`config.mk`:
```
export PLATFORM = sky130hd
export DESIGN_NAME = roman_numeral_encoder_top
export DESIGN_NICKNAME = d
export VERILOG_FILES = /design/src/rne_pkg.sv /design/src/rne_front.sv /design/src/rne_back.sv /design/src/roman_numeral_encoder_top.sv
export SDC_FILE = /design/constraint.sdc
export NUM_CORES = 1
export LEC_CHECK = 0
export ABC_AREA = 1
export BUFFER_PORTS_ARGS = -buffer_cell sky130_fd_sc_hd__buf_2
export CAP_MARGIN = 0
export CORE_AREA = 2 2 75 77
export DETAILED_ROUTE_END_ITERATION = 10
export DIE_AREA = 0 0 77 79
export MAX_ROUTING_LAYER = met4
export PLACE_DENSITY_LB_ADDON = 0.2
export SYNTH_ARGS = -nofsm -noshare
export SYNTH_HDL_FRONTEND = slang
export SYNTH_SLANG_ARGS = --single-unit
```
`constraint.sdc`:
```
create_clock -name clock -period 6.9 [get_ports clock]
set_input_delay 1.035 -clock clock [delete_from_list [all_inputs] [get_ports clock]]
set_output_delay 1.035 -clock clock [all_outputs]
set_load 0.02 [all_outputs]
```
`src/rne_pkg.sv`:
```
// Shared types, constants and symbol table for the Roman numeral encoder.
package rne_pkg;

   localparam int ValueW   = 12;
   localparam int LetterW  = 7;
   localparam int WeightW  = 10;
   localparam int MaxValid = 3000;
   localparam int NumSyms  = 13;
   localparam int SymIdxW  = $clog2(NumSyms);
   localparam int QDepth   = 2;
   localparam int QPtrW    = (QDepth > 1) ? $clog2(QDepth) : 1;
   localparam int QCntW    = $clog2(QDepth + 1);

   localparam logic [LetterW-1:0] LetNone = 7'd0;
   localparam logic [LetterW-1:0] LetI    = 7'h49;
   localparam logic [LetterW-1:0] LetV    = 7'h56;
   localparam logic [LetterW-1:0] LetX    = 7'h58;
   localparam logic [LetterW-1:0] LetL    = 7'h4C;
   localparam logic [LetterW-1:0] LetC    = 7'h43;
   localparam logic [LetterW-1:0] LetD    = 7'h44;
   localparam logic [LetterW-1:0] LetM    = 7'h4D;

   typedef struct packed {
      logic [ValueW-1:0] value;
      logic              error;
   } entry_type;

   typedef struct packed {
      logic      valid;
      entry_type entry;
   } head_type;

   function automatic logic [WeightW-1:0] sym_weight(input logic [SymIdxW-1:0] idx);
      logic [WeightW-1:0] w;
      case (idx)
         4'd0:    w = 10'd1000;
         4'd1:    w = 10'd900;
         4'd2:    w = 10'd500;
         4'd3:    w = 10'd400;
         4'd4:    w = 10'd100;
         4'd5:    w = 10'd90;
         4'd6:    w = 10'd50;
         4'd7:    w = 10'd40;
         4'd8:    w = 10'd10;
         4'd9:    w = 10'd9;
         4'd10:   w = 10'd5;
         4'd11:   w = 10'd4;
         default: w = 10'd1;
      endcase
      return w;
   endfunction

   function automatic logic [LetterW-1:0] sym_first(input logic [SymIdxW-1:0] idx);
      logic [LetterW-1:0] c;
      case (idx)
         4'd0:    c = LetM;
         4'd1:    c = LetC;
         4'd2:    c = LetD;
         4'd3:    c = LetC;
         4'd4:    c = LetC;
         4'd5:    c = LetX;
         4'd6:    c = LetL;
         4'd7:    c = LetX;
         4'd8:    c = LetX;
         4'd9:    c = LetI;
         4'd10:   c = LetV;
         4'd11:   c = LetI;
         default: c = LetI;
      endcase
      return c;
   endfunction

   // LetNone for single-letter symbols
   function automatic logic [LetterW-1:0] sym_second(input logic [SymIdxW-1:0] idx);
      logic [LetterW-1:0] c;
      case (idx)
         4'd1:    c = LetM;
         4'd3:    c = LetD;
         4'd5:    c = LetC;
         4'd7:    c = LetL;
         4'd9:    c = LetX;
         4'd11:   c = LetV;
         default: c = LetNone;
      endcase
      return c;
   endfunction

endpackage

```
`src/rne_front.sv`:
```
// Front end: accepts transactions, flags out-of-range values, queues them.
module rne_front (
   input  logic                      clock,
   input  logic                      reset,
   input  logic                      start,
   input  logic [rne_pkg::ValueW-1:0] req_value,
   output logic                      busy,
   input  logic                      pop,
   output rne_pkg::head_type         head
);
   import rne_pkg::*;

   entry_type        mem_ff [QDepth];
   logic [QPtrW-1:0] wr_ptr_ff, wr_ptr_in;
   logic [QPtrW-1:0] rd_ptr_ff, rd_ptr_in;
   logic [QCntW-1:0] count_ff, count_in;
   logic             push;
   logic             do_pop;
   entry_type        new_entry;

   assign busy   = (count_ff == QCntW'(QDepth));
   assign push   = start && !busy;
   assign do_pop = pop && (count_ff != '0);

   always_comb begin
      new_entry.value = req_value;
      new_entry.error = (req_value == '0) || (req_value > ValueW'(MaxValid));
   end

   always_comb begin
      wr_ptr_in = wr_ptr_ff;
      rd_ptr_in = rd_ptr_ff;
      count_in  = count_ff;
      if (push) begin
         wr_ptr_in = (wr_ptr_ff == QPtrW'(QDepth - 1)) ? '0 : wr_ptr_ff + 1'b1;
      end
      if (do_pop) begin
         rd_ptr_in = (rd_ptr_ff == QPtrW'(QDepth - 1)) ? '0 : rd_ptr_ff + 1'b1;
      end
      if (push && !do_pop) begin
         count_in = count_ff + 1'b1;
      end else if (!push && do_pop) begin
         count_in = count_ff - 1'b1;
      end
   end

   always_ff @(posedge clock) begin
      if (reset) begin
         wr_ptr_ff <= '0;
         rd_ptr_ff <= '0;
         count_ff  <= '0;
      end else begin
         wr_ptr_ff <= wr_ptr_in;
         rd_ptr_ff <= rd_ptr_in;
         count_ff  <= count_in;
      end
   end

   always_ff @(posedge clock) begin
      if (push) begin
         mem_ff[wr_ptr_ff] <= new_entry;
      end
   end

   assign head.valid = (count_ff != '0);
   assign head.entry = mem_ff[rd_ptr_ff];

endmodule

```
`src/rne_back.sv`:
```
// Back end: greedy symbol selection, one letter per cycle.
module rne_back (
   input  logic                        clock,
   input  logic                        reset,
   input  rne_pkg::head_type           head,
   output logic                        pop,
   output logic                        rsp_valid,
   output logic [rne_pkg::LetterW-1:0] rsp_letter,
   output logic                        rsp_last,
   output logic                        rsp_error
);
   import rne_pkg::*;

   logic               active_ff;
   logic               error_ff;
   logic               pend_ff;
   logic [LetterW-1:0] pend_letter_ff;
   logic [ValueW-1:0]  value_ff, value_in;
   logic [SymIdxW-1:0] sel;
   logic [LetterW-1:0] second;
   logic               last_now;

   always_comb begin
      sel = SymIdxW'(NumSyms - 1);
      for (int i = NumSyms - 1; i >= 0; i--) begin
         if (value_ff >= ValueW'(sym_weight(SymIdxW'(i)))) begin
            sel = SymIdxW'(i);
         end
      end
   end

   assign second   = sym_second(sel);
   assign value_in = value_ff - ValueW'(sym_weight(sel));

   always_comb begin
      rsp_letter = LetNone;
      last_now   = 1'b0;
      if (error_ff) begin
         last_now = 1'b1;
      end else if (pend_ff) begin
         rsp_letter = pend_letter_ff;
         last_now   = (value_ff == '0);
      end else begin
         rsp_letter = sym_first(sel);
         last_now   = (second == LetNone) && (value_in == '0);
      end
   end

   assign rsp_valid = active_ff;
   assign rsp_last  = active_ff && last_now;
   assign rsp_error = active_ff && error_ff;
   assign pop       = !active_ff || last_now;

   always_ff @(posedge clock) begin
      if (reset) begin
         active_ff <= 1'b0;
         pend_ff   <= 1'b0;
         error_ff  <= 1'b0;
      end else if (pop) begin
         active_ff      <= head.valid;
         pend_ff        <= 1'b0;
         error_ff       <= head.entry.error;
         value_ff       <= head.entry.value;
      end else if (pend_ff) begin
         pend_ff <= 1'b0;
      end else begin
         value_ff <= value_in;
         if (second != LetNone) begin
            pend_ff        <= 1'b1;
            pend_letter_ff <= second;
         end
      end
   end

endmodule

```
`src/roman_numeral_encoder_top.sv`:
```
// Roman numeral encoder: front-end queue plus letter-emitting back end.
// A taken start is queued, then loaded into an idle back end to emit its first letter.
// Each value yields 1 to 14 letters; an error yields a single empty result.
// Back end runs items back to back; busy rises while the 2-entry queue is full.
// Reset is synchronous and clears the queue and the back end; stored values are not reset.
module roman_numeral_encoder_top (
   input  logic                        clock,
   input  logic                        reset,
   input  logic                        start,
   output logic                        busy,
   input  logic [rne_pkg::ValueW-1:0]  req_value,
   output logic                        rsp_valid,
   output logic [rne_pkg::LetterW-1:0] rsp_letter,
   output logic                        rsp_last,
   output logic                        rsp_error
);
   import rne_pkg::*;

   head_type head;
   logic     pop;

   rne_front u_front (
      .clock     (clock),
      .reset     (reset),
      .start     (start),
      .req_value (req_value),
      .busy      (busy),
      .pop       (pop),
      .head      (head)
   );

   rne_back u_back (
      .clock      (clock),
      .reset      (reset),
      .head       (head),
      .pop        (pop),
      .rsp_valid  (rsp_valid),
      .rsp_letter (rsp_letter),
      .rsp_last   (rsp_last),
      .rsp_error  (rsp_error)
   );

`ifndef ASSERT_OFF
   a_err_last : assert property (@(posedge clock) disable iff (reset)
      rsp_valid && rsp_error |-> rsp_last && (rsp_letter == LetNone))
      else $error("error transaction not a single empty result");

   a_letter_ok : assert property (@(posedge clock) disable iff (reset)
      rsp_valid && !rsp_error |-> (rsp_letter == LetI) || (rsp_letter == LetV) ||
         (rsp_letter == LetX) || (rsp_letter == LetL) || (rsp_letter == LetC) ||
         (rsp_letter == LetD) || (rsp_letter == LetM))
      else $error("illegal letter emitted");

   a_reset_quiet : assert property (@(posedge clock)
      reset |=> !rsp_valid && !busy)
      else $error("activity right after reset");

   a_no_strobe_empty : assert property (@(posedge clock) disable iff (reset)
      !rsp_valid && !busy |=> !(rsp_valid && $past(!start)) || $past(rsp_valid) ||
         $past(busy) || $past(start, 2) || $past(busy, 2))
      else $error("result without an accepted transaction");
`endif

endmodule
```
==> flow_summary.ini, run 1 <==
[outcome]
status = complete, no violations

[logic_synthesis]
synth_xor_area_share_pct = 1.04
synthMuxAreaShare_pct = 1.79
seq_area_frac_synth_pct = 44.1
syn_inst = 413
synth-simple-area-share_pct = 25.9
yosysUniqueCellTypes = 42
synth-seq-cells = 52
synthAdderAreaFrac_pct = 6.18
synth_edf_count = 44
synth_flop_cell = edfxtp_1
synth_area_sq_um = 3360
synth_compound_area_share_pct = 13.4
syn_nets = 444
async_flop_share_pct = 0
synth_top_family_by_area = simple AND/OR/NAND/NOR gates
yosysWarnings = 0
synth_area_per_cell_sq_um = 8.13

[clock_tree]
hold_buffers = 0
cts_buffer_depth = 2
post_cts_resized = 0
htreeDepth = 2
insertion_delay_ns = 0.31
numCtsBuffers = 5
clkTransAtPathRegs_ns = 0.09
clockRootBuffer = clkbuf_8
cts_sinks = 52
cts_tree = yes
post_cts_buffers = 0

[drt]
avgRoutedWirePerCell_microns = 14.2
dr_total_vias = 2846
first_pass_iters = 4
ant_nets = 0
vias_per_cell = 5.56
first_iter_violations = 187
drt-total-wl_mm = 7.25
drc = 0

[grt]
antenna_found_initial = 0
grt_overflow_total = 0
grt_pass1_wl_mm = 12.3
grt_pass1_vias = 2690
grt_use_total_pct = 25.9
grt_max_degree = 24

[placement]
post-dp-hpwl_mm = 5.76
io_buffers = 24
placed_cell_area_sq_um = 3540
gp_congestion = 1.00

[floorplan]
die_area_sq_um = 6080
rows = 27
die_w_microns = 77
coreArea_sq_um = 5340
die_h_microns = 79
floorplan.initialDensity_pct = 62.9
ios = 26

[timing]
worstMarginPinSlew_ns = 1.10
max_freq_ghz = 0.169
hold_violations = 0
grt_setup_unrepaired = false
fin_worst_skew_ns = 0.00544
setup_viol = 0
finalCritPeriodShare_pct = 85.8
finalMaxSlewViolations = 0
min_period_ns = 5.92
slew_headroom_pct = 26.5
finalSetupTns_ns = 0

[worst_setup_path]
start_kind = register
required_ns = 5.86
rrSetupSlack_ns = 1.36
cp-end-kind = output port
critPathKind = register to output port
crit_path_max_fanout = 12
cp.arrival_ns = 4.89

[final_layout]
fin_nets = 470
syn_to_final_growth_pct = 8.01
fill_cells = 496
antenna_cells = 0
final_cell_area_sq_um = 3630
drive_above_1_share_pct = 13.6

[flow_run]
maxCapViolations = 0

[worst_hold_path]
hp-class = register to register
-- per-layer routing --
metal | up-vias | track usage (%) | wire (microns)
met3 | 12 | 3.07 | 205
met2 | 53 | 46.1 | 3780
li1 | 1450 | - | -
met1 | 1331 | 31.5 | 3150
met5 | - | - | 0
met4 | 0 | 7.50 | 116
-- cell usage after synthesis, drive strengths merged, types with 4 or more instances --
cell	n	area, sq um
nand2	83	327
inv	57	214
nor2	55	231
edfxtp	44	1320
o21ai	36	184
nand3	29	150
a21oi	26	141
ha	15	188
nor3	9	45.0
dfxtp	8	160
mux2i	6	60.1
nand4	6	37.5
or2	6	37.5
o211ai	5	37.5
xor2	4	35.0
-- final timing paths --
check / startpoint / endpoint / depth (start not counted)
setup / recovery: u_back.value_ff[4] / rsp_last / 26
setup reg to reg: u_back.value_ff[4] / u_front.count_ff[1] / 31
hold / removal: u_front.rd_ptr_ff / register / 2
hold reg to reg: u_front.rd_ptr_ff / register / 2
-- through the flow --
stage	worst slack [ns]	hold WS, ns	utilization (%)	cells
floorplan	2.13	0.469	-	413
global placement	1.66	0.480	66.3	504
detailed placement	1.36	0.503	66.3	504
CTS	1.02	0.526	68.0	512
global route	0.409	0.561	68.0	512
finish	0.978	0.514	68.0	512
-- cells in the final DEF, fill, tap and decap left out, types with 8 or more instances in the layout --
master,netlist,layout
o21ai_0,29,29
ha_1,15,15
nand2_1,79,79
inv_1,51,51
nand3_1,28,28
edfxtp_1,44,44
a21oi_1,23,23
nor2_1,49,49
nor3_1,9,9
dfxtp_1,8,8
buf_2,0,24
-- critical path: stages, from the launching register on --
cell and delay, ns:
edfxtp_1 0.49, inv_1 0.15, nand3_1 0.10, nor2_1 0.04, nor2_1 0.58, inv_1 0.28
o21ai_0 0.23, nand2_1 0.06, nand2_1 0.14, ha_1 0.25, inv_1 0.09, nor3_1 0.08
a21oi_1 0.23, inv_1 0.09, fa_1 0.45, inv_1 0.10, nand3_1 0.06, nand2_1 0.10
nand2_1 0.07, nand3_1 0.08, nand2_1 0.07, nor2_1 0.10, nand2_1 0.06, nor2_1 0.08
nand4_1 0.14, a21boi_0 0.23, buf_2 0.21
-- flip-flops by register name, summed over array words and instances (netlist names), named ones only --
register,cells
u_front.mem_ff,26
u_front.count_ff,2
u_back.pend_ff,1
u_back.value_ff,12
u_back.pend_letter_ff,6
u_back.rsp_valid,1
u_front.wr_ptr_ff,1
u_front.rd_ptr_ff,1
u_back.error_ff,1
-- final cells by class --
cell class                      count  area (sq um)  share of cell area [%]
Multi-Input combinational cell    298          1630                    44.8
Sequential cell                    52          1480                    40.8
Inverter                           57           214                    5.90
Timing Repair Buffer               25           128                    3.52
Tap cell                           72          90.1                    2.48
Clock buffer                        6          72.6                    2.00
Clock inverter                      2          16.3                   0.448
-- cells by family after synthesis --
| logic type | count (synthesis) |
|---|---|
| and+or+nand+nor | 194 |
| buffers and inverters | 63 |
| AOI/OAI and AO/OA | 77 |
| other | 1 |
| adders and majority gates | 16 |
| DFF | 52 |
| xor gates and xnor gates | 4 |
| muxes | 6 |
Power of run 1 is not shown: default switching activity piles up to over one toggle a cycle in this logic, so the estimate is an artifact.
==> run 2: changes to the inputs <==
CORE_AREA = 2 2 77 79   (was 2 2 75 77)
DIE_AREA = 0 0 79 81   (was 0 0 77 79)
SYNTH_HIERARCHICAL = 1   (was not set)
==> flow_summary.ini, run 2 <==
[final_layout]
mostFrequentLayoutCells = 88 x nand2_1, 50 x inv_1, 44 x nor2_1, 44 x edfxtp_1, 27 x nand3_1
fin_nets = 467
antenna_cells = 0
final_cells = 511
top_register = u_front/mem_ff
top_regs = u_front/mem_ff: 26 flops, u_back/value_ff: 12 flops, u_back/pend_letter_ff: 6 flops
syn_to_final_growth_pct = 7.90
drive_above_1_share_pct = 17.7
largest_register_ffs = 26
mostFrequentLayoutCell = nand2_1

[worst_setup_path]
r2r_start = u_back/value_ff[9]
critPathKind = register to output port
crit_path_max_fanout = 5
rrSetupSlack_ns = 1.36
required_ns = 5.86
start_kind = register
reg2reg_depth = 35
slowest_delay_ns = 0.51
cp-end-kind = output port
crit_family = simple AND/OR/NAND/NOR gates
worst_r2r_endpoint = u_front/count_ff[1]
cp.arrival_ns = 4.80
worst-path-stages = 31
path_buf_inv = 5
path_common_cell = nand2_1
crit_slowest_cell = edfxtp_1

[drt]
dr_total_vias = 2796
first_iter_violations = 211
first_pass_iters = 4
ant_nets = 0
vias_per_cell = 5.47
avgRoutedWirePerCell_microns = 13.8
drc = 0
drt-total-wl_mm = 7.04

[grt]
antenna_found_initial = 0
grt_overflow_total = 0
grt_pass1_wl_mm = 11.4
grt_pass1_vias = 2562
grt_max_degree = 31
grt_use_total_pct = 23.5

[worst_hold_path]
hp-class = register to register
min-delay-start = u_front/rd_ptr_ff
whs_path_depth = 2

[logic_synthesis]
yosys.area.top_type_share_pct = 38.1
synth_area_sq_um = 3470
yosysUniqueCellTypes = 45
synth_area_per_cell_sq_um = 8.48
synth.most_common_cell = nand2_1
synth_edf_count = 44
synth-seq-cells = 52
synth_top_area_cell = edfxtp_1
synth.area.top_cells = edfxtp_1 38%, nand2_1 9.5%, ha_1 5.8%
ys_top_cells_by_count = 88 x nand2_1, 50 x inv_1, 44 x edfxtp_1, 44 x nor2_1, 27 x nand3_1
syn_inst = 409
synth_flop_cell = edfxtp_1
syn_nets = 441
async_flop_share_pct = 0
seq_area_frac_synth_pct = 42.7
yosysWarnings = 6

[floorplan]
die_w_microns = 79
die_h_microns = 81
ios = 26
die_area_sq_um = 6400
coreArea_sq_um = 5680
rows = 28
floorplan.initialDensity_pct = 61.1

[timing]
max_freq_ghz = 0.171
finalSetupTns_ns = 0
hold_violations = 0
finalMaxSlewViolations = 0
final.setup.worst_slack_ns = 1.07
min_period_ns = 5.83
worstMarginPinSlew_ns = 1.09
fin_worst_skew_ns = 0.00640
finalCritPeriodShare_pct = 84.6
slew_headroom_pct = 27.0
setup_viol = 0
grt_setup_unrepaired = false

[clock_tree]
clockRootBuffer = clkbuf_8
post_cts_buffers = 0
cts_buffer_depth = 2
cts_tree = yes
numCtsBuffers = 5
post_cts_resized = 0
insertion_delay_ns = 0.30
htreeDepth = 2
cts_sinks = 52
clkTransAtPathRegs_ns = 0.09
hold_buffers = 0

[placement]
post-dp-hpwl_mm = 5.47
dp.cells = 503
io_buffers = 24
pre_cts_ws_ns = 1.43
gp_congestion = 1.09

[flow_run]
maxCapViolations = 0

[outcome]
status = complete, no violations
==> run 2: changes by cell type after synthesis, sizes merged, moves of 3 or more <==
cell    delta
o211ai     -4
a21oi      -5
or2        -4
o21ai      -3
mux2i      -6
nand2     +10
mux2      +13
nor3       -7
==> run 2: layer usage <==
layer	vias up	track usage, %	share of wire (%)
met4	0	7.76	2.1
li1	1414	-	-
met2	88	40.4	50
met3	13	3.67	4.3
met1	1281	28.7	44
met5	-	-	0
==> run 2: how the worst max path moves through the flow <==
stage | start | end | slack (ns)
3_3_place_gp | u_back/value_ff[3] | rsp_last | 1.38
6_report | u_back/value_ff[9] | rsp_last | 1.07
5_1_grt | u_back/value_ff[9] | rsp_last | 0.69
4_1_cts | u_back/value_ff[3] | rsp_last | 1.09
2_1_floorplan | u_back/value_ff[10] | rsp_last | 2.24
3_5_place_dp | u_back/value_ff[9] | u_front/count_ff[1] | 1.43
==> run 2: metrics by stage <==
stage               utilization [%]  instance area [sq um]  hold slack, ns
floorplan                         -                   3470           0.450
detailed placement             64.0                   3630           0.487
CTS                            65.9                   3740           0.508
global placement               64.0                   3630           0.467
finish                         65.9                   3740           0.503
global route                   65.9                   3740           0.539
==> run 2: cell families after synthesis <==
family | count (synthesis) | share of synthesized area, %
simple gates | 188 | 24.2
compound gates | 66 | 11.3
buf+inv | 65 | 8.08
flops | 52 | 42.7
fa+ha+maj | 17 | 6.35
mux | 13 | 5.30
xor+xnor | 7 | 1.98
other cells | 1 | 0.108
==> run 2: cell type report <==
class | count | area [sq um]
multi-input combinational | 292 | 1710
sequential | 52 | 1480
timing repair buffer | 25 | 128
inverter | 59 | 221
tap | 75 | 93.8
clock buffer | 6 | 72.6
clock inverter | 2 | 38.8
fill | 509 | 1930
==> run 2: worst reg2reg max path, delay by kind of cell, from the launching register on <==
kind	cells	cell delay (ns)
buf+inv	4	0.35
xor+xnor	1	0.24
fa+ha+maj	3	1.11
simple gates	26	3.06
flops	1	0.51
compound gates	1	0.20
Power of run 2 is left out for the same reason.
